### src/rtl/bfml_ram.sv
module bfml_ram #(
  parameter int WIDTH = 8,
  parameter int DEPTH = 256
) (
  input  logic                     clk_i,
  input  logic                     we_i,
  input  logic [$clog2(DEPTH)-1:0] waddr_i,
  input  logic [WIDTH-1:0]         wdata_i,
  input  logic                     re_i,
  input  logic [$clog2(DEPTH)-1:0] raddr_i,
  output logic [WIDTH-1:0]         rdata_o
);

  logic [WIDTH-1:0] mem_q [DEPTH];
  logic [WIDTH-1:0] rdata_q;

  always_ff @(posedge clk_i) begin
    if (we_i) begin
      mem_q[waddr_i] <= wdata_i;
    end
    if (re_i) begin
      rdata_q <= mem_q[raddr_i];
    end
  end

  assign rdata_o = rdata_q;

endmodule

### config.mk
export PLATFORM = sky130hd
export DESIGN_NAME = bfml_ram
export DESIGN_NICKNAME = d
export VERILOG_FILES = /design/src/rtl/bfml_ram.sv
export SDC_FILE = /design/constraint.sdc
export NUM_CORES = 2
export LEC_CHECK = 0
export BUFFER_PORTS_ARGS = -buffer_cell sky130_fd_sc_hd__buf_2
export CORE_MARGIN = 1.5
export CORE_UTILIZATION = 45
export DETAILED_ROUTE_END_ITERATION = 12
export SKIP_LAST_GASP = 1
export SLEW_MARGIN = 20
export SYNTH_ARGS = -nofsm -noshare
export SYNTH_HDL_FRONTEND = slang
export SYNTH_SLANG_ARGS = --single-unit
export TNS_END_PERCENT = 10
### constraint.sdc
create_clock -name clk_i -period 2.02 [get_ports clk_i]
set_input_delay 0 -clock clk_i [delete_from_list [all_inputs] [get_ports clk_i]]
set_output_delay 0 -clock clk_i [all_outputs]
set_load 0.01 [all_outputs]
==> impl_results.md <==
- Setup WS post-layout: -379.5 ps
- Syn avg cell area: 21.33 um2
- Max VDD drop: 786.7 uV
- Top fanout value on the critical path: 1
- Kind of end point of the critical path: flop
- DR vias: 40750
- DRC: 0
- Post-synth top cells: edfxtp_1 (2056), mux4_2 (454), nor2_1 (282), mux2i_1 (134), a22oi_1 (133)
- Crit-path max cell delay: 560 ps
- Gate Count Post-Synth: 3733
- Final worst-path cycle share: 118.8%
- Ys Warns: 0
- Final setup viols: 8
- CTS tree: done
- Share of cells above drive strength 1: 32.80%
- Yosys reg bits: 2056
- PD cells: 934.1 mW/mm2
- First-pass GRT wire length: 293.1 mm
- Setup TNS: -2560 ps
- Async set or reset register ratio after synthesis: 0%
- Vias in the first global route: 41230
- Post-CTS Repair Setup Buffers: 0
- Worst path depth: 6
- Dominant cell by count in the synthesized netlist: edfxtp_1
- Pleak: 30.67 nW
- Detailed Route WL: 203.6 mm
- Io pins: 35
- Final Hold Viols: 0
- Tot GR Track Use: 22.70%
- Fmax: 0.4168 GHz
- Drt via density: 5.842
- Failing checks: setup timing
- WL/cell: 29.18 um
- Cell Chain, Critical Path: mux4_2 -> mux4_2 -> nor2b_4 -> nor4_4 -> buf_4 -> nor4_2
- Clk slew on worst S/H paths: 60 ps
- Reg2Reg Depth: 6
- Mapped Nets: 3760
- Delay-heaviest family, CP: multiplexers
- Area share of the leading cell type in the synthesized netlist: 77.53%
- Rel. slew slack: 51.07%
- Number of synthesized flops with an enable pin: 2056
- Seq/Total Area, Yosys: 77.53%
- Critical path's most frequent cell: mux4_2
- CORE AREA: 0.1759 mm2
- DRT iter0 DRCs: 4292
- Post-DRT Antenna Nets: 0
- CP Buf/Inv Count: 1
- Top cells by area, synth: edfxtp_1 (78%), mux4_2 (13%), mux2i_1 (1.7%)
- DIE AREA: 0.1795 mm2
- Netlist Area Pre-Place: 0.07964 mm2
- Worst skew pair latency: 820 ps
- Top FF cell, synth: edfxtp_1
- HP Class: input port to flop
- Initial Utilization: 45.27%
- Gr ovfl total: 0
- CP Class: flop to flop
- Status: finished with violations
- Nets: 4492
- Post-place setup slack: -1239 ps
- RePlAce Congestion: 0.8813
- Area delta synth->final: 18.93%
- Largest net degree at the start of global routing: 78
- Die width: 423.7 um
- Die height: 423.7 um
- Data required, critical path: 2580 ps
- CP max-delay cell: mux4_2
- H-Tree Depth: 4
- Critical Path AT: 2950 ps
- I/O Buffers: 34
- Hold path cells: 2
- Synth cell types: 54
- CTS sink count: 2056
- Actual slew at the worst max-slew pin: 732.1 ps
- Detailed Place HPWL: 131.9 mm
- Fin crit period: 2399 ps
- Type of origin of the critical path: flop
- Worst-case clock skew: 39.94 ps
- Initial antenna violation count: 9
- Unrepaired setup endpoints after global routing: yes
- Final Max Slew Viols: 0
- Worst-case hold slack: 143.7 ps
- Clk Tree Root Cell: clkbuf_16
- Row count: 154
- Area leader, netlist: edfxtp_1
- Clock Path Buffers: 3
- Util after Layout: 53.84%
- Pre-antenna DRT Iters: 6
- CTS buffer count: 204
- MaxCap Viol Count: 0
==> cell families (layout without fill, tap and decap cells) <==
logic type             after synthesis  count (layout)  share of synthesized area, %
flip-flops                        2056            2056                         77.53
multiplexers                       591             591                         14.60
buffers and inverters              235            1130                         1.829
AND/OR/NAND/NOR                    466             466                         2.625
other                                0               7                             0
AO/OA/AOI/OAI                      385             385                         3.416
==> registers in the layout, summed over array words and instances (netlist names) <==
| name | count |
|---|---|
| rdata_o | 8 |
| mem_q | 2048 |
==> path summary, 6_finish.rpt <==
check / slack (ps) / end / from
max: -380 / rdata_o[1] / mem_q[87][1]
min: 140 / mem_q[154][6] / wdata_i[6]
max reg2reg: -380 / rdata_o[1] / mem_q[87][1]
min reg2reg: 1220 / rdata_o[3] / mem_q[52][3]
==> per-layer routing <==
metal  vias to the layer above  GRT usage [%]  share of wire, %
met5                         -              0             0.017
met4                         6          6.511               2.8
met3                       310          3.864               7.5
met2                      1618          36.80                49
met1                     21630          31.83                41
li1                      17190              -                 -
==> area by class of cell <==
| class | instances | area [um2] |
|---|---|---|
| well taps | 2340 | 2928 |
| repair buffers | 759 | 6889 |
| diodes | 7 | 17.52 |
| inverters | 2 | 7.507 |
| fillers | 13510 | 81210 |
| clock buffers | 246 | 5284 |
| clock inverters | 123 | 1102 |
| flip-flops and latches | 2056 | 61740 |
| multi-input cells | 1442 | 16740 |
==> repair_timing <==
action | 4_1_cts | 5_1_grt
hold buffers | 18 | 0
cloned | 0 | 0
resized for setup | 37 | 6
setup endpoints to repair | 8 | 8
endpoints found under the hold margin | 2448 | 0
pin swaps | 14 | 5
==> power by group <==
part	internal (mW)	switching, mW	total, mW
Combinational	2.07	2.97	5.04
Clock	20.3	16.0	36.3
Sequential	47.0	0.0564	47.1
Total	69.4	19.0	88.5
==> cells in the final DEF (no fill, tap or decap), types with 5 or more instances in the layout <==
cell type	count
buf_2	22
o21ai_0	10
nand4_1	10
edfxtp_1	2056
clkbuf_16	205
clkinv_2	33
nand3_1	34
a22oi_1	133
a211oi_1	15
nand2b_1	8
nand2_1	33
o22a_1	5
clkbuf_1	41
buf_8	10
mux4_2	454
buf_4	619
nor2_1	278
nor3_1	16
a221oi_1	10
nor2b_4	5
and2_1	6
buf_12	90
clkinv_1	55
nor2b_1	25
bufinv_16	13
o221ai_1	45
mux2i_1	134
nor4_2	8
nor4_1	15
diode_2	7
o22ai_1	27
dlygate4sd3_1	18
a21oi_1	96
o211ai_1	10
clkinvlp_4	5
a22o_1	8
==> through the flow <==
| step | instances | cell area [um2] | power, mW |
|---|---|---|---|
| floorplan | 3733 | 79670 | 50.29 |
| global placement | 6582 | 87880 | 52.91 |
| detailed placement | 6582 | 87880 | 52.96 |
| CTS | 6968 | 94660 | 89.11 |
| global route | 6969 | 94700 | 90.87 |
| finish | 6975 | 94710 | 88.47 |
No activity file was read; power rests on OpenSTA's default activity.
