### config.mk
export PLATFORM = sky130hd
export DESIGN_NAME = bfml_regs
export DESIGN_NICKNAME = d
export VERILOG_FILES = /design/src/rtl/bfml_pkg.sv /design/src/rtl/bfml_regs.sv
export SDC_FILE = /design/constraint.sdc
export NUM_CORES = 1
export LEC_CHECK = 0
export BUFFER_PORTS_ARGS = -buffer_cell sky130_fd_sc_hd__buf_2
export CORE_MARGIN = 10
export CORE_UTILIZATION = 35
export CTS_BUF_LIST = sky130_fd_sc_hd__clkbuf_4
export CTS_CLUSTER_SIZE = 16
export DETAILED_ROUTE_END_ITERATION = 7
export PLACE_DENSITY = 0.65
export SLEW_MARGIN = 40
export SYNTH_ARGS = -nofsm -noshare
export SYNTH_HDL_FRONTEND = slang
export SYNTH_SLANG_ARGS = --single-unit
export TNS_END_PERCENT = 100
### constraint.sdc
create_clock -name clk_i -period 1.16 [get_ports clk_i]
set_input_delay 0.174 -clock clk_i [delete_from_list [all_inputs] [get_ports clk_i]]
set_output_delay 0.174 -clock clk_i [all_outputs]
set_load 0.1 [all_outputs]
### src/rtl/bfml_pkg.sv
package bfml_pkg;

  localparam int GRID         = 16;
  localparam int GRID_W       = $clog2(GRID);
  localparam int GLYPHS       = GRID * GRID;
  localparam int GLYPH_AW     = $clog2(GLYPHS);
  localparam int MAX_CELL_DEF = 64;
  localparam int ADDR_W       = 4;

  localparam logic [7:0]  BASE_GLYPH   = 8'd65;
  localparam logic [7:0]  SPACE_CODE   = 8'd32;
  localparam logic [7:0]  NEWLINE_CODE = 8'd10;
  localparam logic [31:0] KEY_RESET    = 32'h0000_FFFF;
  localparam logic [6:0]  CELL_RESET   = 7'd16;

  typedef enum logic [1:0] {
    OP_PIXEL = 2'd0,
    OP_START = 2'd1,
    OP_CHAR  = 2'd2
  } op_e;

  typedef enum logic [1:0] {
    REG_KEY = 2'd0,
    REG_CW  = 2'd1,
    REG_CH  = 2'd2
  } reg_idx_e;

  typedef logic [6:0] cell_size_t;

  typedef struct packed {
    logic [1:0]         op;
    logic [31:0]        pixel;
    logic signed [15:0] pos_x;
    logic signed [15:0] pos_y;
    logic [7:0]         char_code;
  } item_t;

  typedef struct packed {
    logic       restart;
    cell_size_t top_init;
  } geom_upd_t;

  typedef struct packed {
    logic       font_ready;
    cell_size_t shared_top;
    cell_size_t base_row;
  } font_stat_t;

  typedef struct packed {
    logic [9:0] left;
    cell_size_t width;
  } glyph_t;

  localparam int GLYPH_W = $bits(glyph_t);

  typedef struct packed {
    logic                we;
    logic [GLYPH_AW-1:0] addr;
    glyph_t              data;
  } glyph_wr_t;

  typedef struct packed {
    logic signed [15:0] dest_x;
    logic signed [15:0] dest_y;
    logic [9:0]         src_x;
    logic [10:0]        src_y;
    logic [6:0]         src_w;
    logic [6:0]         src_h;
  } result_t;

endpackage

### src/rtl/bfml_regs.sv
module bfml_regs import bfml_pkg::*; #(
  parameter int MAX_CELL = MAX_CELL_DEF
) (
  input  logic              clk_i,
  input  logic              rst_ni,
  input  logic              psel_i,
  input  logic              penable_i,
  input  logic              pwrite_i,
  input  logic [ADDR_W-1:0] paddr_i,
  input  logic [31:0]       pwdata_i,
  output logic [31:0]       prdata_o,
  output logic [31:0]       key_o,
  output cell_size_t        cw_o,
  output cell_size_t        ch_o,
  output geom_upd_t         upd_o
);

  localparam cell_size_t MAX_SZ = cell_size_t'((MAX_CELL > 127) ? 127 : MAX_CELL);

  logic [31:0] key_q;
  cell_size_t  cw_q;
  cell_size_t  ch_q;
  logic        wr;
  reg_idx_e    idx;

  function automatic cell_size_t eff_size(input cell_size_t v);
    cell_size_t r;
    if (v == '0) begin
      r = cell_size_t'(1);
    end else if (v > MAX_SZ) begin
      r = MAX_SZ;
    end else begin
      r = v;
    end
    return r;
  endfunction

  assign wr  = psel_i && penable_i && pwrite_i;
  assign idx = reg_idx_e'(paddr_i[3:2]);

  always_ff @(posedge clk_i or negedge rst_ni) begin
    if (!rst_ni) begin
      key_q <= KEY_RESET;
      cw_q  <= CELL_RESET;
      ch_q  <= CELL_RESET;
    end else if (wr) begin
      case (idx)
        REG_KEY: key_q <= pwdata_i;
        REG_CW:  cw_q  <= pwdata_i[6:0];
        REG_CH:  ch_q  <= pwdata_i[6:0];
        default: ;
      endcase
    end
  end

  always_comb begin
    case (idx)
      REG_KEY: prdata_o = key_q;
      REG_CW:  prdata_o = {25'd0, cw_q};
      REG_CH:  prdata_o = {25'd0, ch_q};
      default: prdata_o = '0;
    endcase
  end

  assign key_o = key_q;
  assign cw_o  = eff_size(cw_q);
  assign ch_o  = eff_size(ch_q);

  assign upd_o.restart  = wr && (idx == REG_CW || idx == REG_CH);
  assign upd_o.top_init = (idx == REG_CH) ? eff_size(pwdata_i[6:0]) : eff_size(ch_q);

endmodule

==> results.toml <==
[run_status]
status = "finished with violations"
violations = "setup timing"

[floorplan]
die_area_um2 = 10830
fp-row-count = 30
fp.dieW_um = 104.1
core-area_um2 = 6832
start_util_pct = 36.21
die_h_um = 104.1
io_pins = 127

[flow_run]
maxCapViolCount = 0

[final_layout]
final_area_um2 = 6157
finalNonFillerCells = 516
area_growth_pct = 148.9
n_antenna_cell = 0
layout_commonest_cell = "buf_12"
drive_gt1_share_pct = 92.38
mostFrequentLayoutCells = "93 x buf_12, 59 x buf_6, 39 x buf_4, 37 x buf_2, 31 x mux2_4"
layout.nets = 464
final_util_pct = 90.13

[setup_path]
crit_chain = "buf_6 -> a222oi_1 -> buf_4 -> nor2_4 -> buf_12"
crit_buf_inv = 3
required_ns = 0.99
worstSetupPathType = "reg2out"
cp.arrival_ns = 1.79
cp-end-kind = "primary output"
reg2reg_slack_ns = -0.05
slowest_delay_ns = 0.45
worst_path_max_delay_cell = "a222oi_1"
critPathLaunchType = "flip-flop"
cp_max_fo = 3
path_delay_family = "buffers and inverters"

[sta]
hold_violations = 0
period_share_pct = 169.0
slew_viol_final = 0
whs_ns = 0.01159
fin_crit_ns = 1.961
rsz0062_at_grt = "true"
tightestPinTransition_ns = 0.5789
setup_ws_ns = -0.8006
skew_ns = 0
max_slew_margin_pct = 61.40
tns_ns = -30.41
setup_violations = 86
max_freq_ghz = 0.5100

[global_route]
first_global_vias = 2826
grtUsageTotal_pct = 20.21
grt_overflow = 0
grt_pass1_wl_um = 17630
antenna_found_initial = 0
grt_start_max_net_pins = 47

[detailed_routing]
drc = 0
wl_per_cell_um = 23.81
detail-route-antenna-nets = 0
dr_total_vias = 2576
via_per_inst = 4.992
first_iter_violations = 154
routed_wl_um = 12290
dr.pass1.iters = 5

[clock_tree]
worst_skew_pair.late_latency_ns = 0.38
cts_sinks = 46
cts_tree = "built"
cts-htree-levels = 2
clk_pin_slew_ns = 0.14
cts_buffers = 5
clockRootBuffer = "clkbuf_4"
clockBufferDepth = 2

[synth]
synth_top_family_by_area = "multiplexers"
yosys.area.top_type = "dfrtp_1"
synth_ff_type = "dfrtp_1"
synth_mux_area_share_pct = 25.95
yosys.area_share.simple_pct = 14.11
synth_area_leaders = "dfrtp_1 28%, dfstp_2 19%, mux2_4 18%"
synth_compound_gate_area_share_pct = 5.766
synth-async-reset-ratio_pct = 100.0
synth_seq_cells = 46
synthAdderAreaFrac_pct = 2.023
synth_edf_count = 0
synth-seq-area-share_pct = 47.45
synth_area_per_cell_um2 = 12.88
ys_warn_count = 0
netlist_instances = 192
yosys.area_share.xor_xnor_pct = 0
synth_top_area_share_pct = 28.33
synth_cell_types = 25
netlist_area_um2 = 2474
synth_nets = 237

[hold_path]
min_path_type = "in2reg"

[power]
power_mw = 13.43
vdd_drop_max_mv = 1.476
power_density_nw_per_um2 = 2181
leakage_nw = 2.838

[placed_design]
port_buffers = 124
pre_cts_ws_ns = -0.5888
place_area_um2 = 5379
place.gp.congestion = 0.8044
dp_hpwl_um = 7638
numPlacedInstances = 460
==> worst register-to-register path, stage by stage, from the launching register on <==
cell	delay [ns]
dfrtp_4	0.51
buf_6	0.13
buf_6	0.10
buf_6	0.10
mux2_4	0.26
==> power by group <==
| group | internal (mW) | total, mW | switching (mW) |
|---|---|---|---|
| Combinational | 4.11 | 9.76 | 5.65 |
| Clock | 0.472 | 1.02 | 0.550 |
| Sequential | 2.26 | 2.65 | 0.387 |
| Total | 6.84 | 13.4 | 6.59 |
==> synthesized netlist by cell type (6+ instances only) <==
cell and count:
a222oi_1 7, and2_1 26, clkbuf_1 7, dfrtp_1 28, dfstp_2 18, mux2_2 17
mux2_4 30, nand2_1 6, nor2_1 12, nor2b_1 10
==> state kept, by name, summed over array words and instances (netlist names) <==
signal and flops:
key_o 32, ch_q 7, cw_q 7
==> repair_timing <==
item | 4_1_cts | 5_1_grt
setup buffers | 35 | 21
setup endpoints to repair | 86 | 86
resized for setup | 60 | 28
hold endpoints to repair | 28 | 0
gates cloned | 0 | 2
hold buffers | 1 | 0
pin swaps | 34 | 38
==> logic make-up (layout without fill, tap and decap cells) <==
kind of cell    count (synthesis)  after routing
mux                            47             47
compound gates                 16             16
fa+ha+maj                       4              4
simple gates                   62             62
buf+inv                        17            245
flops                          46             46
==> metal layers <==
layer	share of wire (%)	routed length (um)	global-route usage, %	vias to the layer above
met5	0	0	0	-
met4	2.2	275	5.070	0
met3	8.1	991	7.931	22
met2	51	6258	35.23	133
met1	39	4759	22.40	1296
li1	-	-	-	1125
==> path summary, 6_finish.rpt <==
path,end,cells past startpoint,startpoint
min in group asynchronous,cw_q[5],3,rst_ni
setup reg to reg,key_o[27],4,key_o[27]
max in group asynchronous,cw_q[4],3,rst_ni
setup / recovery,prdata_o[3],5,ch_q[3]
hold reg to reg,ch_q[0],1,ch_q[0]
hold / removal,key_o[8],2,pwdata_i[8]
==> cell type report <==
cell class,instances,area [um^2]
fill,273,674.4
multi-input combinational,129,1554
clock inverter,2,33.78
clock buffer,6,45.04
timing repair buffer,233,3084
tap,96,120.1
inverter,4,22.52
sequential,46,1297
No activity file was read; power rests on OpenSTA's default activity.
