$ cat src/rtl/bfml_pkg.sv
package bfml_pkg;

  localparam int GRID         = 16;
  localparam int GRID_W       = $clog2(GRID);
  localparam int GLYPHS       = GRID * GRID;
  localparam int GLYPH_AW     = $clog2(GLYPHS);
  localparam int MAX_CELL_DEF = 64;
  localparam int ADDR_W       = 4;

  localparam logic [7:0]  BASE_GLYPH   = 8'd65;
  localparam logic [7:0]  SPACE_CODE   = 8'd32;
  localparam logic [7:0]  NEWLINE_CODE = 8'd10;
  localparam logic [31:0] KEY_RESET    = 32'h0000_FFFF;
  localparam logic [6:0]  CELL_RESET   = 7'd16;

  typedef enum logic [1:0] {
    OP_PIXEL = 2'd0,
    OP_START = 2'd1,
    OP_CHAR  = 2'd2
  } op_e;

  typedef enum logic [1:0] {
    REG_KEY = 2'd0,
    REG_CW  = 2'd1,
    REG_CH  = 2'd2
  } reg_idx_e;

  typedef logic [6:0] cell_size_t;

  typedef struct packed {
    logic [1:0]         op;
    logic [31:0]        pixel;
    logic signed [15:0] pos_x;
    logic signed [15:0] pos_y;
    logic [7:0]         char_code;
  } item_t;

  typedef struct packed {
    logic       restart;
    cell_size_t top_init;
  } geom_upd_t;

  typedef struct packed {
    logic       font_ready;
    cell_size_t shared_top;
    cell_size_t base_row;
  } font_stat_t;

  typedef struct packed {
    logic [9:0] left;
    cell_size_t width;
  } glyph_t;

  localparam int GLYPH_W = $bits(glyph_t);

  typedef struct packed {
    logic                we;
    logic [GLYPH_AW-1:0] addr;
    glyph_t              data;
  } glyph_wr_t;

  typedef struct packed {
    logic signed [15:0] dest_x;
    logic signed [15:0] dest_y;
    logic [9:0]         src_x;
    logic [10:0]        src_y;
    logic [6:0]         src_w;
    logic [6:0]         src_h;
  } result_t;

endpackage

$ cat src/rtl/bfml_layout.sv
module bfml_layout import bfml_pkg::*; (
  input  logic       clk_i,
  input  logic       rst_ni,
  input  logic       go_i,
  input  item_t      item_i,
  input  glyph_t     glyph_i,
  input  font_stat_t stat_i,
  input  cell_size_t cw_i,
  input  cell_size_t ch_i,
  output logic       has_res_o,
  output result_t    res_o
);

  logic [15:0] cur_x_q, cur_y_q, line_x_q;
  logic        char_ok, is_space, is_nl;

  always_comb begin
    char_ok   = (item_i.op == OP_CHAR) && stat_i.font_ready && (item_i.char_code != '0);
    is_space  = item_i.char_code == SPACE_CODE;
    is_nl     = item_i.char_code == NEWLINE_CODE;
    has_res_o = char_ok && !is_space && !is_nl;

    res_o.dest_x = cur_x_q;
    res_o.dest_y = cur_y_q;
    res_o.src_x  = glyph_i.left;
    res_o.src_y  = 11'(item_i.char_code[7:4] * ch_i) + 11'(stat_i.shared_top);
    res_o.src_w  = glyph_i.width;
    res_o.src_h  = ch_i - stat_i.shared_top;
  end

  always_ff @(posedge clk_i or negedge rst_ni) begin
    if (!rst_ni) begin
      cur_x_q  <= '0;
      cur_y_q  <= '0;
      line_x_q <= '0;
    end else if (go_i) begin
      case (item_i.op)
        OP_START: begin
          cur_x_q  <= item_i.pos_x;
          cur_y_q  <= item_i.pos_y;
          line_x_q <= item_i.pos_x;
        end
        OP_CHAR: begin
          if (char_ok) begin
            if (is_space) begin
              cur_x_q <= cur_x_q + 16'(cw_i >> 1);
            end else if (is_nl) begin
              cur_y_q <= cur_y_q + 16'(stat_i.base_row) - 16'(stat_i.shared_top);
              cur_x_q <= line_x_q;
            end else begin
              cur_x_q <= cur_x_q + 16'(glyph_i.width) + 16'd1;
            end
          end
        end
        default: ;
      endcase
    end
  end

endmodule

$ cat config.mk
export PLATFORM = sky130hd
export DESIGN_NAME = bfml_layout
export DESIGN_NICKNAME = d
export VERILOG_FILES = /design/src/rtl/bfml_pkg.sv /design/src/rtl/bfml_layout.sv
export SDC_FILE = /design/constraint.sdc
export NUM_CORES = 1
export LEC_CHECK = 0
export ABC_AREA = 0
export BUFFER_PORTS_ARGS = -buffer_cell sky130_fd_sc_hd__buf_4
export CAP_MARGIN = 20
export CORE_ASPECT_RATIO = 1.5
export CORE_MARGIN = 2
export CORE_UTILIZATION = 45
export DETAILED_ROUTE_END_ITERATION = 6
export GPL_ROUTABILITY_DRIVEN = 0
export HOLD_SLACK_MARGIN = 0.15
export PLACE_DENSITY_LB_ADDON = 0.15
export SLEW_MARGIN = 15
export SYNTH_ARGS = -nofsm -noshare
export SYNTH_HDL_FRONTEND = slang
export SYNTH_SLANG_ARGS = --single-unit
$ cat constraint.sdc
create_clock -name clk_i -period 9.5 [get_ports clk_i]
set_input_delay 1.9 -clock clk_i [delete_from_list [all_inputs] [get_ports clk_i]]
set_output_delay 1.9 -clock clk_i [all_outputs]
set_load 0.02 [all_outputs]
==> results by group <==
Pwr
  • Cell Pwr Density: 199 nW/um^2
  • Net Sw Frac: 45.4%
  • Switching power: 628 uW
  • Seq pwr share: 22.4%
  • Leakage Power: 0.00334 uW
  • Worst vdd ir: 0.0973 mV
  • Comb pwr share: 63.9%
  • Clk pwr share: 13.7%
  • Pint: 754 uW

Worst setup path
  • Critical path arrival: 5.43 ns
  • Worst-path maximum fanout: 9
  • Crit start category: primary input
  • Worst Path Class, Setup: primary input to primary output
  • Crit end category: primary output
  • Worst Path Required: 7.60 ns

STA
  • Setup TNS Final: 0 ns
  • Final hold viol count: 0
  • Worst Tran Pin Value: 0.997 ns
  • Final hold slack: 0.506 ns
  • Clk_skew: 0.0126 ns
  • Period utilisation layout: 77.2%
  • Final WS setup: 2.17 ns
  • Final min period: 7.33 ns
  • Slew Limit Fails: 0
  • Max_slew headroom: 33.5%
  • Max Fclk: 136 MHz
  • Final Setup Violations: 0
  • RSZ-0062 raised after global routing: false

Logic synthesis
  • Share of the synthesized area in the top cell type: 20.8%
  • Post-synth EDFFs: 0
  • Top-count cell post-synth: inv_1
  • Dominant synthesized flop cell: dfrtp_1
  • Sequential area share after synthesis: 20.8%
  • Mapped Cells: 685
  • Leading area contributor after synthesis: dfrtp_1
  • Ys async rst share: 100%
  • Yosys reg bits: 48
  • Syn Std Cell Area: 5770 sq um
  • Synth area leaders: dfrtp_1, ha_1, fa_1
  • Unique masters post-synth: 74
  • Synth cell count leaders: inv_1, nand2_1, ha_1, dfrtp_1
  • Syn_nets: 888
  • Syn avg cell area: 8.43 sq um
  • Yosys warnings: 0

GRT
  • Largest net degree at the start of global routing: 49
  • Vias in the first global route: 5,625
  • First-pass GRT wire length: 26,200 um
  • GRT overflow: 0
  • GRT Total Usage: 24.0%
  • Initial antenna violation count: 0

Finish
  • Share of cells above drive strength 1: 22.3%
  • Final net count: 996
  • Synth-to-Final Area Change: 20.1%
  • Inserted Diodes: 0

CTS
  • Hold buffers post-CTS: 0
  • Resized cells post-CTS: 0
  • Post-CTS setup buffers: 0
  • Clock Latency Late Sink: 0.30 ns
  • Clock Path Buffers: 2
  • H-tree Lvls: 2
  • Clk slew on worst S/H paths: 0.06 ns
  • Num CTS Buffers: 5
  • Clk Tree Root Cell: clkbuf_16
  • CTS tree: yes
  • CTS sink cnt: 48

Detailed routing
  • Initial DRC Count: 227
  • Drt drc: 0
  • Total Wirelength: 16,400 um
  • Vias per cell: 5.78
  • Antenna-violating nets left: 0
  • Via count: 5,488
  • DRT Pass-1 Iters: 5
  • Routed len/inst: 17.3 um

Floorplanning
  • Ports: 191
  • Rows: 50
  • Die X: 96.5 um
  • Initial cell density of the core: 46.1%
  • Die H: 143 um
  • Core region area: 12,500 sq um
  • Die footprint: 13,800 sq um

Flow run
  • Max-cap viol count: 0

Outcome
  • Status: completed

Place
  • Pre-CTS WS: 2.13 ns
  • Detail Placement HPWL: 12,700 um
  • Buffers on Ports: 137

Min path
  • Worst hold path class: flop to flop
-- cell usage in the layout, fill, tap and decap left out, types with 18 or more instances in the layout --
cell type	instances
inv_1	80
o21ai_0	39
fa_1	26
ha_1	54
and2_1	18
buf_4	139
dfrtp_1	48
nor2_1	32
nand2_1	57
a21oi_1	39
xnor2_1	18
-- stage by stage --
stage | total power (uW) | cell area (sq um) | instances | util [%]
floorplan | 927 | 5770 | 685 | -
global placement | 1170 | 6790 | 942 | 54.3
detailed placement | 1190 | 6790 | 942 | 54.3
CTS | 1390 | 6930 | 950 | 55.4
global route | 1490 | 6930 | 950 | 55.4
finish | 1380 | 6930 | 950 | 55.4
-- critical path, cell delays in order --
cell and delay, ns:
buf_4 0.16, nand2_1 0.09, fa_1 0.51, fa_1 0.51, fa_1 0.52, inv_1 0.04, ha_1 0.32, a21oi_1 0.22
o21ai_0 0.16, or4_1 0.48, a211o_1 0.29, nand3_1 0.10, buf_4 0.15
-- sequential cells by signal, summed over array words and instances, names as in the netlist --
signal / cells
cur_x_q: 16
line_x_q: 16
cur_y_q: 16
-- power groups by stage --
stage	clock network, uW	logic [uW]	registers [uW]
6_report	189	884	310
3_5_place_dp	0	880	312
4_1_cts	193	885	309
5_1_grt	197	979	318
2_1_floorplan	0	587	340
3_3_place_gp	0	861	310
-- final cells by class --
class	instances	area, sq um
tap	156	195
fill	1214	5580
inverter	81	304
timing repair buffer	139	1040
sequential	48	1200
multi-input combinational	518	4040
clock buffer	8	146
-- metal layers --
layer / share of wire [%] / up-vias / GRT usage (%)
met5: 0 / - / 0
met1: 38 / 2633 / 26.7
li1: - / 2642 / -
met4: 2.5 / 0 / 9.56
met3: 5.6 / 33 / 2.96
met2: 54 / 180 / 45.0
-- kinds of logic (layout without fill, tap and decap cells) --
logic type      count (synthesis)  in the layout  synth area share [%]
xor+xnor                       33             33                  5.01
fa+ha+maj                      80             80                  20.7
mux                            17             17                  3.27
flops                          48             48                  20.8
buf+inv                       119            228                  9.19
compound gates                197            197                  23.6
simple gates                  191            191                  17.4
-- worst paths after layout --
check	start	to	slack (ns)	cells past startpoint
max	item_i[7]	res_o[24]	2.17	13
min	line_x_q[3]$_DFFE_PN0P_	line_x_q[3]$_DFFE_PN0P_	0.51	1
max reg2reg	cur_y_q[1]$_DFFE_PN0P_	cur_y_q[13]$_DFFE_PN0P_	6.65	10
min reg2reg	line_x_q[3]$_DFFE_PN0P_	line_x_q[3]$_DFFE_PN0P_	0.51	1
max in group asynchronous	rst_ni	line_x_q[14]$_DFFE_PN0P_	7.41	1
min in group asynchronous	rst_ni	cur_y_q[7]$_DFFE_PN0P_	1.63	1
Power figures use the tool's default switching activity.
