===== config.mk =====
export PLATFORM = sky130hd
export DESIGN_NAME = bfml_scan
export DESIGN_NICKNAME = d
export VERILOG_FILES = /design/src/rtl/bfml_pkg.sv /design/src/rtl/bfml_scan.sv
export SDC_FILE = /design/constraint.sdc
export NUM_CORES = 1
export LEC_CHECK = 0
export BUFFER_PORTS_ARGS = -buffer_cell sky130_fd_sc_hd__buf_4
export CAP_MARGIN = 20
export CORE_ASPECT_RATIO = 0.75
export CORE_MARGIN = 2
export CORE_UTILIZATION = 55
export DETAILED_ROUTE_END_ITERATION = 10
export PLACE_DENSITY = 0.74
export RECOVER_POWER = 100
export SLEW_MARGIN = 20
export SYNTH_ARGS = -nofsm -noshare
export SYNTH_HDL_FRONTEND = slang
export SYNTH_SLANG_ARGS = --single-unit

===== constraint.sdc =====
create_clock -name clk_i -period 10.6 [get_ports clk_i]
set_input_delay 2.12 -clock clk_i [delete_from_list [all_inputs] [get_ports clk_i]]
set_output_delay 2.12 -clock clk_i [all_outputs]
set_load 0.05 [all_outputs]

===== src/rtl/bfml_pkg.sv =====
package bfml_pkg;

  localparam int GRID         = 16;
  localparam int GRID_W       = $clog2(GRID);
  localparam int GLYPHS       = GRID * GRID;
  localparam int GLYPH_AW     = $clog2(GLYPHS);
  localparam int MAX_CELL_DEF = 64;
  localparam int ADDR_W       = 4;

  localparam logic [7:0]  BASE_GLYPH   = 8'd65;
  localparam logic [7:0]  SPACE_CODE   = 8'd32;
  localparam logic [7:0]  NEWLINE_CODE = 8'd10;
  localparam logic [31:0] KEY_RESET    = 32'h0000_FFFF;
  localparam logic [6:0]  CELL_RESET   = 7'd16;

  typedef enum logic [1:0] {
    OP_PIXEL = 2'd0,
    OP_START = 2'd1,
    OP_CHAR  = 2'd2
  } op_e;

  typedef enum logic [1:0] {
    REG_KEY = 2'd0,
    REG_CW  = 2'd1,
    REG_CH  = 2'd2
  } reg_idx_e;

  typedef logic [6:0] cell_size_t;

  typedef struct packed {
    logic [1:0]         op;
    logic [31:0]        pixel;
    logic signed [15:0] pos_x;
    logic signed [15:0] pos_y;
    logic [7:0]         char_code;
  } item_t;

  typedef struct packed {
    logic       restart;
    cell_size_t top_init;
  } geom_upd_t;

  typedef struct packed {
    logic       font_ready;
    cell_size_t shared_top;
    cell_size_t base_row;
  } font_stat_t;

  typedef struct packed {
    logic [9:0] left;
    cell_size_t width;
  } glyph_t;

  localparam int GLYPH_W = $bits(glyph_t);

  typedef struct packed {
    logic                we;
    logic [GLYPH_AW-1:0] addr;
    glyph_t              data;
  } glyph_wr_t;

  typedef struct packed {
    logic signed [15:0] dest_x;
    logic signed [15:0] dest_y;
    logic [9:0]         src_x;
    logic [10:0]        src_y;
    logic [6:0]         src_w;
    logic [6:0]         src_h;
  } result_t;

endpackage


===== src/rtl/bfml_scan.sv =====
module bfml_scan import bfml_pkg::*; #(
  parameter int MAX_CELL = MAX_CELL_DEF
) (
  input  logic        clk_i,
  input  logic        rst_ni,
  input  logic        go_i,
  input  logic [31:0] pixel_i,
  input  logic [31:0] key_i,
  input  cell_size_t  cw_i,
  input  cell_size_t  ch_i,
  input  geom_upd_t   upd_i,
  output font_stat_t  stat_o,
  output glyph_wr_t   wr_o
);

  localparam int LW = (MAX_CELL > 2) ? $clog2(MAX_CELL) : 1;

  logic [LW-1:0]     lc_q, lr_q;
  logic [GRID_W-1:0] cc_q, band_q;
  logic [LW-1:0]     min_q [GRID];
  logic [LW-1:0]     max_q [GRID];
  logic [GRID-1:0]   found_q;
  cell_size_t        top_q, base_q;
  logic              ready_q;

  logic          start, ink, fnd, fnd_n, cell_end, row_last, row_end, done, sheet_last;
  logic [LW-1:0] mn, mx, mn_n, mx_n;
  cell_size_t    top_cur, base_cur, top_n, base_n, lr_sz;
  logic [10:0]   org;

  always_comb begin
    start    = (lc_q == '0) && (cc_q == '0) && (lr_q == '0) && (band_q == '0);
    top_cur  = start ? ch_i : top_q;
    base_cur = start ? ch_i : base_q;
    ink      = pixel_i != key_i;
    fnd      = found_q[cc_q];
    mn       = min_q[cc_q];
    mx       = max_q[cc_q];
    mn_n     = (ink && (!fnd || lc_q < mn)) ? lc_q : mn;
    mx_n     = (ink && (!fnd || lc_q > mx)) ? lc_q : mx;
    fnd_n    = fnd || ink;
    lr_sz    = cell_size_t'(lr_q);
    top_n    = (ink && lr_sz < top_cur) ? lr_sz : top_cur;
    base_n   = (ink && {band_q, cc_q} == BASE_GLYPH) ? lr_sz : base_cur;

    cell_end   = lc_q == LW'(cw_i - 7'd1);
    row_last   = lr_q == LW'(ch_i - 7'd1);
    row_end    = cell_end && (cc_q == GRID_W'(GRID - 1));
    done       = cell_end && row_last;
    sheet_last = row_end && row_last && (band_q == GRID_W'(GRID - 1));

    org = 11'(cc_q * cw_i);
    wr_o.we   = go_i && done;
    wr_o.addr = {band_q, cc_q};
    if (fnd_n) begin
      wr_o.data.left  = 10'(org + 11'(mn_n));
      wr_o.data.width = cell_size_t'(mx_n - mn_n) + cell_size_t'(1);
    end else begin
      wr_o.data.left  = 10'(org);
      wr_o.data.width = cw_i;
    end
  end

  always_ff @(posedge clk_i or negedge rst_ni) begin
    if (!rst_ni) begin
      lc_q    <= '0;
      lr_q    <= '0;
      cc_q    <= '0;
      band_q  <= '0;
      ready_q <= 1'b0;
      top_q   <= CELL_RESET;
      base_q  <= CELL_RESET;
      found_q <= '0;
      for (int i = 0; i < GRID; i++) begin
        min_q[i] <= '1;
        max_q[i] <= '0;
      end
    end else if (upd_i.restart) begin
      lc_q    <= '0;
      lr_q    <= '0;
      cc_q    <= '0;
      band_q  <= '0;
      ready_q <= 1'b0;
      top_q   <= upd_i.top_init;
      base_q  <= upd_i.top_init;
      found_q <= '0;
      for (int i = 0; i < GRID; i++) begin
        min_q[i] <= '1;
        max_q[i] <= '0;
      end
    end else if (go_i) begin
      top_q  <= top_n;
      base_q <= base_n;
      if (done) begin
        found_q[cc_q] <= 1'b0;
        min_q[cc_q]   <= '1;
        max_q[cc_q]   <= '0;
      end else begin
        found_q[cc_q] <= fnd_n;
        min_q[cc_q]   <= mn_n;
        max_q[cc_q]   <= mx_n;
      end
      if (sheet_last) begin
        ready_q <= 1'b1;
      end else if (start) begin
        ready_q <= 1'b0;
      end
      if (cell_end) begin
        lc_q <= '0;
        cc_q <= cc_q + GRID_W'(1);
        if (row_end) begin
          if (row_last) begin
            lr_q   <= '0;
            band_q <= band_q + GRID_W'(1);
          end else begin
            lr_q <= lr_q + LW'(1);
          end
        end
      end else begin
        lc_q <= lc_q + LW'(1);
      end
    end
  end

  assign stat_o.font_ready = ready_q;
  assign stat_o.shared_top = top_q;
  assign stat_o.base_row   = base_q;

endmodule


==> results by group, run 1 <==
STA
  • Setup TNS: 0 ns
  • Worst Skew: ~0.024 ns
  • Final setup viols: 0
  • Period utilization: between 80 and 90%
  • Final Hold Viols: 0
  • Final Slew Violations: 443
  • Tightest Pin Transition: ~4.8 ns
  • Relative slew slack: -218%
  • RSZ-0062 raised after global routing: false
  • Max Clk Rate: between 100 and 150 MHz
  • Fin crit period: 9.54 ns

Synthesis
  • Post-synth EDFFs: 0
  • Synthesized area: between 10000 and 15000 µm²
  • Syn Area/Cell: ~9.8 µm²
  • Synthesis Warnings: 0
  • Synth top area share: about a quarter
  • Mapped Nets: about 1600
  • FF+latch count, synth: 243
  • Seq/Total Area, Yosys: ~42%
  • Synth cell types: 59
  • Top FF cell, synth: dfrtp_1
  • Post-synth top area cell: dfrtp_1
  • Asr flop ratio synth: 100%
  • Mapped Cells: between 1000 and 1500
  • Count leader, synth: nand2_1
  • Synth top area cells: dfrtp_1, dfstp_2, mux4_2
  • Top cells by count, synth: nand2_1, nor2_1, dfrtp_1, dfstp_2, o211ai_1

Routing
  • Vias/cell: between 6 and 7
  • Antenna Nets Post-Route: 0
  • DRC violations left: 0
  • Vias after detailed routing: about 12000
  • Total wire length: about 40000 µm
  • Drt pass-1 iters: 5
  • WL/cell: approximately 21 µm
  • First DRT Iteration DRCs: roughly 1100

GRT
  • Vias in the first global route: ~12000
  • Initial antenna violation count: 0
  • All-Layer GR Usage: 28.8%
  • Grt ovf: 0
  • First-pass GRT wire length: ~63000 µm
  • Largest net degree at the start of global routing: 100

CTS
  • CTS tree: yes
  • Post-CTS Hold Buffers: 0
  • Clock slew at reported path FFs: about 0.060 ns
  • Worst-Skew Late Latency: approximately 0.56 ns
  • CTS root buffer: clkbuf_16
  • CTS buffer count: 25
  • H-tree levels: 1
  • Post-CTS Resized: 0
  • Total clock sinks: roughly 240
  • Clock Path Buffers: 3
  • Buffer count from post-CTS setup fixing: 0

Worst setup path
  • Type of the worst setup path: reg2out
  • Critical path fanouts, max: 23
  • R2R setup slack: between 4 and 5 ns
  • R2R depth: 15
  • Critical path arrival: ~7.4 ns
  • Required @ worst endpoint: 8.48 ns
  • Reg2Reg Capture Point: min_q[71]$_DFFE_PN1P_
  • Worst setup EP type: output pin
  • Critical path launch point type: register
  • Reg2reg start: cc_q[2]$_DFFE_PN0P_

Final layout
  • P&R area growth vs syn: 13.1%
  • Post-route design area: 16600 µm²
  • Final Util: between 60% and 70%
  • ANT cells: 0
  • Total Nets Final: between 1500 and 2000
  • Register Area: between 6000 and 7000 µm²
  • Area of the multi-input gates: slightly below 8000 µm²
  • Fill cells: around 2100
  • Layout cells sized above 1: between 20% and 30%

Status
  • Status: finished, violations left
  • Failing checks: max-capacitance violations, max-slew violations

Pwr
  • Peak supply drop: 0.122 mV
  • Pwr Total: 2.10 mW
  • Power density over the cells: about 130 nW/µm²
  • Lkg Pwr: around 7.5 nW

Placed design
  • HPWL after DPL: 25800 µm
  • Placed Area: approximately 16000 µm²
  • Port bufs: about 130
  • Gpl congestion: about 0.87

Floorplan
  • Core Region: roughly 26000 µm²
  • Num ports: 130
  • Die area: 28000 µm²
  • Die width: 193 µm
  • Die Y: approximately 150 µm
  • Placement row count: between 50 and 60
  • Starting Density: a little under three fifths

Hold path
  • Hold path cells: 2
  • Hold crit path type: reg2reg
  • Hold endpoint: base_q[0]$_DFFE_PN0P_
  • Hold wc startpoint: base_q[0]$_DFFE_PN0P_

Job
  • Total of max-cap violations: 7
==> kinds of logic after synthesis <==
group | count (synthesis) | synth area share [%]
flip-flops | 243 | 42.3
adder cells (fa/ha/maj) | 64 | 6.01
AO/OA/AOI/OAI | 318 | 14.8
buffers and inverters | 170 | 4.64
XOR/XNOR | 80 | 4.78
AND/OR/NAND/NOR | 512 | 15.1
multiplexers | 105 | 12.4
==> through the flow <==
stage / std cells / hold WS [ns] / setup slack, ns
finish: 1930 / 0.479 / 1.06
CTS: 1927 / 0.486 / 1.90
global placement: 1881 / 0.467 / 2.47
detailed placement: 1881 / 0.471 / 2.46
global route: 1930 / 0.514 / 0.800
floorplan: 1492 / 0.477 / 1.61
==> sequential cells by signal, indices dropped and copies added, names as in the netlist <==
register	count
band_q	4
base_q	7
cc_q	4
found_q	16
lc_q	6
lr_q	6
max_q	96
min_q	96
ready_q	1
top_q	7
==> worst max path at each step <==
stage	start	endpoint
after detailed placement	key_i[29]	wr_o[6]
after CTS	cc_q[0]$_DFFE_PN0P_	wr_o[6]
final	cc_q[2]$_DFFE_PN0P_	wr_o[11]
after global routing	cc_q[0]$_DFFE_PN0P_	wr_o[11]
after global placement	key_i[29]	wr_o[6]
after floorplan	cc_q[0]$_DFFE_PN0P_	wr_o[5]
==> per-layer routing <==
metal / wire [µm] / vias up / part of all wire [%] / GRT usage, %
li1: - / 5405 / - / -
met1: 16800 / 5814 / 42 / 39.7
met2: 18700 / 532 / 46 / 46.0
met3: 3720 / 90 / 9.2 / 6.10
met4: 1110 / 0 / 2.8 / 8.70
met5: 0 / - / 0 / 0
==> power by group <==
part	switching [mW]	internal [mW]
clock network	0.390	0.531
registers	0.00851	0.941
logic	0.157	0.0764
total	0.555	1.55
==> cell type report <==
| cell class | count | share of cell area (%) |
|---|---|---|
| multi-input combinational | 1079 | 47.0 |
| clock inverter | 10 | 0.739 |
| tap | 344 | 2.60 |
| timing repair buffer | 160 | 6.54 |
| clock buffer | 36 | 4.39 |
| inverter | 58 | 1.31 |
| sequential | 243 | 37.4 |
==> layout by cell type, fill, tap and decap left out, drive strengths merged, types with 13 or more instances in the layout <==
| master | synthesis | routed |
|---|---|---|
| a21oi | 76 | 76 |
| a22oi | 13 | 13 |
| and2 | 17 | 17 |
| buf | 24 | 124 |
| clkbuf | 88 | 72 |
| dfrtp | 145 | 145 |
| dfstp | 98 | 98 |
| ha | 52 | 52 |
| inv | 58 | 59 |
| mux2i | 34 | 34 |
| mux4 | 59 | 59 |
| nand2 | 207 | 207 |
| nand3 | 20 | 20 |
| nor2 | 161 | 161 |
| nor3 | 55 | 55 |
| o211ai | 96 | 96 |
| o21a | 58 | 58 |
| o21ai | 37 | 37 |
| xnor2 | 32 | 32 |
| xor2 | 48 | 48 |
==> worst max-delay path, cell delays in order, from the launching register on <==
cell and delay [ns]:
dfrtp_1 0.34, clkbuf_1 1.39, and2_1 0.60, a22oi_1 0.16
nand2_1 0.22, inv_1 0.07, ha_1 0.30, a21oi_1 0.17
nor2_1 0.06, a211oi_1 0.42, o31ai_4 0.16, a21oi_4 0.33
mux2i_1 0.81, xor2_1 0.17, ha_1 0.28, o21a_1 0.15
o31a_1 0.26, xnor2_1 0.12, nor2_1 0.11, xor2_1 0.22
clkbuf_1 0.50
No activity file was read; power rests on OpenSTA's default activity.
==> run 2, diff against run 1 <==
Settings changed: BUFFER_PORTS_ARGS -buffer_cell sky130_fd_sc_hd__buf_4 to unset, CORE_MARGIN 2 to unset, DONT_BUFFER_PORTS set to 1, PLACE_DENSITY 0.74 to 0.69, RECOVER_POWER 100 to unset.
==> run 2 against run 1 <==
  * The run now ends clean
  * Worst setup slack improved by 0.64 ns
  * Combinational power decreased by 40%
  * Wire length decreased by 3.2%
  * Critical path depth unchanged
  * Global-route usage increased by 0.36 points
  * Critical endpoint is now wr_o[5]
  * Largest cell class unchanged
==> results by group, run 2 (synthesis gave the netlist of run 1 again) <==
Status
  • Status: finished, final reports clean

STA
  • RSZ-0062 raised after global routing: false
  • Fin crit period: ~9 ns
  • Final setup viols: 0
  • Setup TNS: 0 ns
  • Relative slew slack: 24.1%
  • Max Clk Rate: 112 MHz
  • Final Slew Violations: 0
  • WHS: 0.498 ns
  • Setup slack after layout: around 1.7 ns
  • Worst Skew: between 0.01 and 0.015 ns
  • Tightest Pin Transition: 1.13 ns
  • Period utilization: 83.9%
  • Final Hold Viols: 0

Final layout
  • Most common library cell in the layout ignoring fill and taps: nand2_1
  • Most frequent cells in the layout: nand2_1, nor2_1, dfrtp_1
  • Register Area: between 6000 and 7000 µm²
  • Largest regs: max_q x96, min_q x96, found_q x16
  • Total Nets Final: roughly 1600
  • Final Non-Filler Cells: 1803
  • Fill cells: 2197
  • Layout cells sized above 1: a little under a fifth
  • Area of the multi-input gates: about 8000 µm²
  • P&R area growth vs syn: 7.54%
  • ANT cells: 0
  • Post-route design area: between 15000 and 20000 µm²

Worst setup path
  • Max incr delay on CP: a little under 0.9 ns
  • Critical path launch point type: register
  • Reg2reg start: cc_q[0]$_DFFE_PN0P_
  • R2R depth: 15
  • Crit path cell chain: buf_4 > mux4_2 > mux4_2 > ha_1 > nor2b_1 > o21a_1 > o21a_1 > o21a_1 > o21a_1 > o22ai_1 > a21oi_1 > mux2i_1 > buf_4 > xnor2_1 > ha_1 > fa_1 > a21o_1 > a21oi_1 > xor2_1 > o21ai_1
  • Critical path fanouts, max: between 40 and 50
  • Slowest-stage cell, CP: dfrtp_4
  • R2R setup slack: 5.37 ns
  • Worst setup EP type: output pin
  • Most used cell, CP: o21a_1
  • Required @ worst endpoint: roughly 8.5 ns
  • Reg2Reg Capture Point: top_q[5]$_DFFE_PN0P_
  • Type of the worst setup path: reg2out
  • Critical path arrival: slightly below 7 ns

Floorplan
  • Die Y: roughly 140 µm
  • Die area: roughly 27000 µm²
  • Die width: 191 µm
  • Num ports: 130
  • Core Region: ~26000 µm²
  • Placement row count: slightly above 50
  • Starting Density: between 50 and 60%

Hold path
  • Hold crit path type: reg2reg
  • Hold path cells: 2
  • Hold wc startpoint: min_q[21]$_DFFE_PN1P_
  • Hold endpoint: min_q[21]$_DFFE_PN1P_

GRT
  • All-Layer GR Usage: ~30%
  • First-pass GRT wire length: just over 60000 µm
  • Initial antenna violation count: 1
  • Grt ovf: 0
  • Largest net degree at the start of global routing: between 200 and 250
  • Vias in the first global route: 11000

Routing
  • First DRT Iteration DRCs: just under 800
  • Total wire length: roughly 39000 µm
  • WL/cell: about 22 µm
  • Vias after detailed routing: 11100
  • DRC violations left: 0
  • Vias/cell: 6.16
  • Drt pass-1 iters: 8
  • Antenna Nets Post-Route: 0

Placed design
  • Gpl congestion: between 0.9 and 1
  • Pre-CTS WS: 2.31 ns
  • Placed Area: 14900 µm²
  • Port bufs: 0
  • HPWL after DPL: around 24000 µm
  • Inst Count DP: 1757

Job
  • Total of max-cap violations: 0

CTS
  • Clock Path Buffers: 3
  • Worst-Skew Late Latency: between 0.5 and 0.6 ns
  • CTS tree: yes
  • Post-CTS Resized: 0
  • Buffer count from post-CTS setup fixing: 0
  • H-tree levels: 1
  • Total clock sinks: ~240
  • CTS buffer count: 25
  • CTS root buffer: clkbuf_16
  • Clock slew at reported path FFs: about 0.07 ns
  • Post-CTS Hold Buffers: 0

Pwr
  • Peak supply drop: approximately 0.14 mV
  • Power density over the cells: 129 nW/µm²
  • Lkg Pwr: 7.00 nW
[run 2: cell types whose count changed in the layout (fill, tap and decap cells not counted), moves of 2 or more]
| cell | delta |
|---|---|
| clkbuf_1 | -41 |
| clkinv_2 | +2 |
| buf_8 | -2 |
| clkinvlp_4 | +3 |
| dfrtp_4 | +2 |
| dfrtp_1 | -2 |
| buf_4 | -88 |
| mux2_2 | +2 |
| and2_0 | -2 |
| o21ai_1 | +4 |
| o21ai_0 | -4 |
| mux2_1 | -2 |
[run 2: layer usage]
metal	global-route usage, %	up-vias	part of all wire (%)
met5	0	-	0
met4	7.58	0	2.3
met3	6.62	65	9.3
met2	47.5	500	46
met1	39.5	5396	42
li1	-	5138	-
[run 2: power by group]
part / internal [mW] / switching (mW) / total [mW]
sequential: 0.941 / 0.0336 / 0.974
combinational: 0.0499 / 0.0886 / 0.139
clock: 0.542 / 0.382 / 0.924
total: 1.53 / 0.505 / 2.04
[run 2: stage by stage]
step	power, mW	util (%)
2_1_floorplan	1.11	-
3_3_place_gp	1.12	57.1
3_5_place_dp	1.13	57.1
4_1_cts	2.05	60.4
5_1_grt	2.10	60.4
6_report	2.04	60.4
[run 2: worst max path at each step]
stage	depth (start not counted)	to	start	slack [ns]
2_1_floorplan	24	wr_o[5]	cc_q[0]$_DFFE_PN0P_	1.61
3_3_place_gp	14	wr_o[5]	key_i[29]	2.37
3_5_place_dp	19	wr_o[5]	cc_q[1]$_DFFE_PN0P_	2.31
4_1_cts	19	wr_o[5]	cc_q[1]$_DFFE_PN0P_	1.74
5_1_grt	18	wr_o[5]	cc_q[0]$_DFFE_PN0P_	1.36
6_report	20	wr_o[5]	cc_q[1]$_DFFE_PN0P_	1.71
[run 2: layout make-up]
cell class	instances	share of cell area, %
sequential	243	39.4
tap	344	2.73
multi-input combinational	1079	49.5
inverter	58	1.38
clock buffer	31	4.43
clock inverter	15	1.05
timing repair buffer	33	1.57
[run 2: worst max-delay path, delay by kind of cell (launching register included)]
family          cells  cell delay (ns)
flops               1             0.89
compound gates      9             2.13
xor+xnor            2             0.20
simple gates        1             0.12
buf+inv             2             0.76
fa+ha+maj           3             0.88
mux                 3             1.20
==> run 3, diff against run 2 <==
Settings changed: ABC_AREA set to 1, PLACE_DENSITY 0.69 to 0.72.
Clock period 10.6 ns to 7.3 ns, I/O delays scaled along.
==> run 3 against run 2 <==
  * Combinational power rose to 16 times the previous value
  * Sequential cell count did not move
  * Global-route usage rose by 5.2 points
  * Synthesized cell count rose by 45%
  * Worst setup slack got worse by 1.4 ns
  * Critical path depth rose by 4
  * Final cell count rose by 41%
  * Worst hold slack got worse by 0.020 ns
  * Clock skew rose by 0.0044 ns
==> results by group, run 3 <==
Routing
  • DRC violations left: 0
  • Vias/cell: roughly 6.3
  • Antenna Nets Post-Route: 0
  • Vias after detailed routing: about 16000
  • Total wire length: about 55000 µm
  • WL/cell: around 22 µm
  • Drt pass-1 iters: 8
  • First DRT Iteration DRCs: approximately 2200

STA
  • Setup TNS: 0 ns
  • Final setup viols: 0
  • Worst Skew: 0.0159 ns
  • Final Slew Violations: 0
  • RSZ-0062 raised after global routing: false
  • Setup slack after layout: approximately 0.29 ns
  • Tightest Pin Transition: about 1.1 ns
  • Max Clk Rate: ~140 MHz
  • Relative slew slack: about a quarter
  • Period utilization: between 90 and 100%
  • Final Hold Viols: 0
  • Fin crit period: between 7 and 8 ns

Placed design
  • Gpl congestion: 0.980
  • Port bufs: 0
  • Pre-CTS WS: approximately 0.66 ns
  • HPWL after DPL: ~38000 µm

Synthesis
  • Mapped Nets: ~2300
  • Seq/Total Area, Yosys: a little under two fifths
  • Synth cell types: 56
  • Post-synth EDFFs: 0
  • FF+latch count, synth: 243
  • Top cells by count, synth: nand2_1, inv_1, o21ai_0, a21oi_1, dfrtp_1
  • Syn Area/Cell: ~7.7 µm²
  • Mapped Cells: roughly 2200
  • Count leader, synth: nand2_1
  • Synthesized area: about 17000 µm²
  • Post-synth top area cell: dfrtp_1
  • Top FF cell, synth: dfrtp_1
  • Synth top area cells: dfrtp_1, dfstp_2, nand2_1
  • Synth top area share: a little over a fifth
  • Asr flop ratio synth: 100%
  • Synthesis Warnings: 0

Pwr
  • Sw frac: a little over two fifths
  • Pwr Total: about 5.3 mW
  • Internal: 3.00 mW
  • Logic pwr share: 41.6%
  • Lkg Pwr: between 7 and 8 nW
  • Peak supply drop: around 0.27 mV
  • Sw Pwr: 2.30 mW
  • Power density over the cells: roughly 300 nW/µm²
  • Seq pwr share: about a third
  • Clock power share: roughly a quarter

Worst setup path
  • Required @ worst endpoint: about 5.8 ns
  • Critical path arrival: around 5.6 ns
  • Critical path launch point type: register
  • Type of the worst setup path: reg2out
  • Critical path fanouts, max: 12
  • Worst setup EP type: output pin

Final layout
  • P&R area growth vs syn: 7.41%
  • ANT cells: 0
  • Most frequent cells in the layout: nand2_1, inv_1, o21ai_0
  • Most common library cell in the layout ignoring fill and taps: nand2_1
  • Layout cells sized above 1: between 10% and 20%
  • Fill cells: between 2000 and 3000
  • Total Nets Final: ~2300
  • Largest regs: max_q x96, min_q x96, found_q x16

GRT
  • Largest net degree at the start of global routing: between 200 and 250
  • Initial antenna violation count: 2
  • Vias in the first global route: around 15000
  • First-pass GRT wire length: between 80000 and 90000 µm
  • Grt ovf: 0
  • All-Layer GR Usage: 34.4%

CTS
  • Clock Path Buffers: 3
  • Worst-Skew Late Latency: about 0.56 ns
  • CTS buffer count: 26
  • Total clock sinks: around 240
  • CTS tree: yes
  • Clock slew at reported path FFs: ~0.060 ns
  • Buffer count from post-CTS setup fixing: 0
  • H-tree levels: 1
  • CTS root buffer: clkbuf_16

Floorplan
  • Starting Density: roughly 57%
  • Core Region: 29300 µm²
  • Placement row count: 54
  • Num ports: 130
  • Die width: between 200 and 250 µm
  • Die area: just over 30000 µm²
  • Die Y: around 150 µm

Job
  • Total of max-cap violations: 0

Status
  • Status: finished, final reports clean

Hold path
  • Hold crit path type: reg2reg
## run 3: cells by family after synthesis
| group | share of synthesized area, % |
|---|---|
| flops | 37.4 |
| fa+ha+maj | 5.25 |
| xor+xnor | 2.64 |
| buf+inv | 11.0 |
| mux | 0.0679 |
| compound gates | 27.2 |
| simple gates | 16.4 |
## run 3: metrics by stage
| step | instances | hold WS [ns] | utilization [%] | instance area (µm²) |
|---|---|---|---|---|
| 6_report | 2535 | 0.479 | 60.7 | 17800 |
| 5_1_grt | 2535 | 0.492 | 60.7 | 17800 |
| 4_1_cts | 2534 | 0.479 | 60.5 | 17700 |
| 3_5_place_dp | 2486 | 0.463 | 57.6 | 16900 |
| 3_3_place_gp | 2486 | 0.459 | 57.6 | 16900 |
| 2_1_floorplan | 2163 | 0.446 | - | 16600 |
## run 3: power groups by stage
stage | clock network, mW | logic (mW) | registers [mW]
finish | 1.34 | 2.20 | 1.75
global route | 1.40 | 2.34 | 1.77
CTS | 1.35 | 2.14 | 1.75
detailed placement | 0 | 2.14 | 1.77
global placement | 0 | 2.11 | 1.76
floorplan | 0 | 1.45 | 1.75
## run 3: worst paths after layout
check	startpoint	to	slack, ns	cells after the start
max in group asynchronous	rst_ni	lr_q[2]$_DFFE_PN0P_	6.01	0
min in group asynchronous	rst_ni	max_q[40]$_DFFE_PN0P_	0.62	0
worst min-delay path	min_q[39]$_DFFE_PN1P_	min_q[39]$_DFFE_PN1P_	0.48	2
worst min register to register	min_q[39]$_DFFE_PN1P_	min_q[39]$_DFFE_PN1P_	0.48	2
worst max register to register	cc_q[2]$_DFFE_PN0P_	min_q[85]$_DFFE_PN1P_	2.87	18
worst max-delay path	cc_q[2]$_DFFE_PN0P_	wr_o[5]	0.29	24
## run 3: cell type report
cell class,instances,area [µm²],share of cell area (%)
Multi-Input combinational cell,1473,8570,48.1
Tap cell,392,490,2.76
Sequential cell,243,6210,34.9
Clock inverter,8,67.6,0.380
Clock buffer,40,785,4.41
Timing Repair Buffer,42,407,2.28
Inverter,337,1270,7.15
## run 3: routing by layer
metal / part of all wire (%) / routed length, µm / GRT usage, % / up-vias
met5: 0 / 0 / 0 / -
met4: 2.5 / 1350 / 8.70 / 0
met3: 13 / 7060 / 9.47 / 113
met2: 42 / 22700 / 48.1 / 961
met1: 43 / 23500 / 51.9 / 7641
li1: - / - / - / 7365
## run 3: critical path, stage by stage (launching register included)
cell and delay, ns:
dfrtp_1 0.42, buf_4 0.24, nand2_1 0.47, inv_1 0.28
nand2_1 0.17, nand4_1 0.29, inv_1 0.22, ha_1 0.25
nand2_1 0.08, nor2_1 0.05, a211oi_1 0.16, nand2_1 0.12
nand2_4 0.13, nand3_1 0.12, nand2_1 0.22, inv_1 0.15
nand2_1 0.16, nand2_1 0.07, ha_1 0.23, fa_1 0.41
a21oi_1 0.15, o21ai_0 0.12, xnor2_1 0.15, o21ai_1 0.14
buf_4 0.21
## run 3: timing repair
item,CTS,global route
hold endpoints to repair,0,0
hold buffers,0,0
endpoints found under the setup margin,0,5
resized for setup,0,10
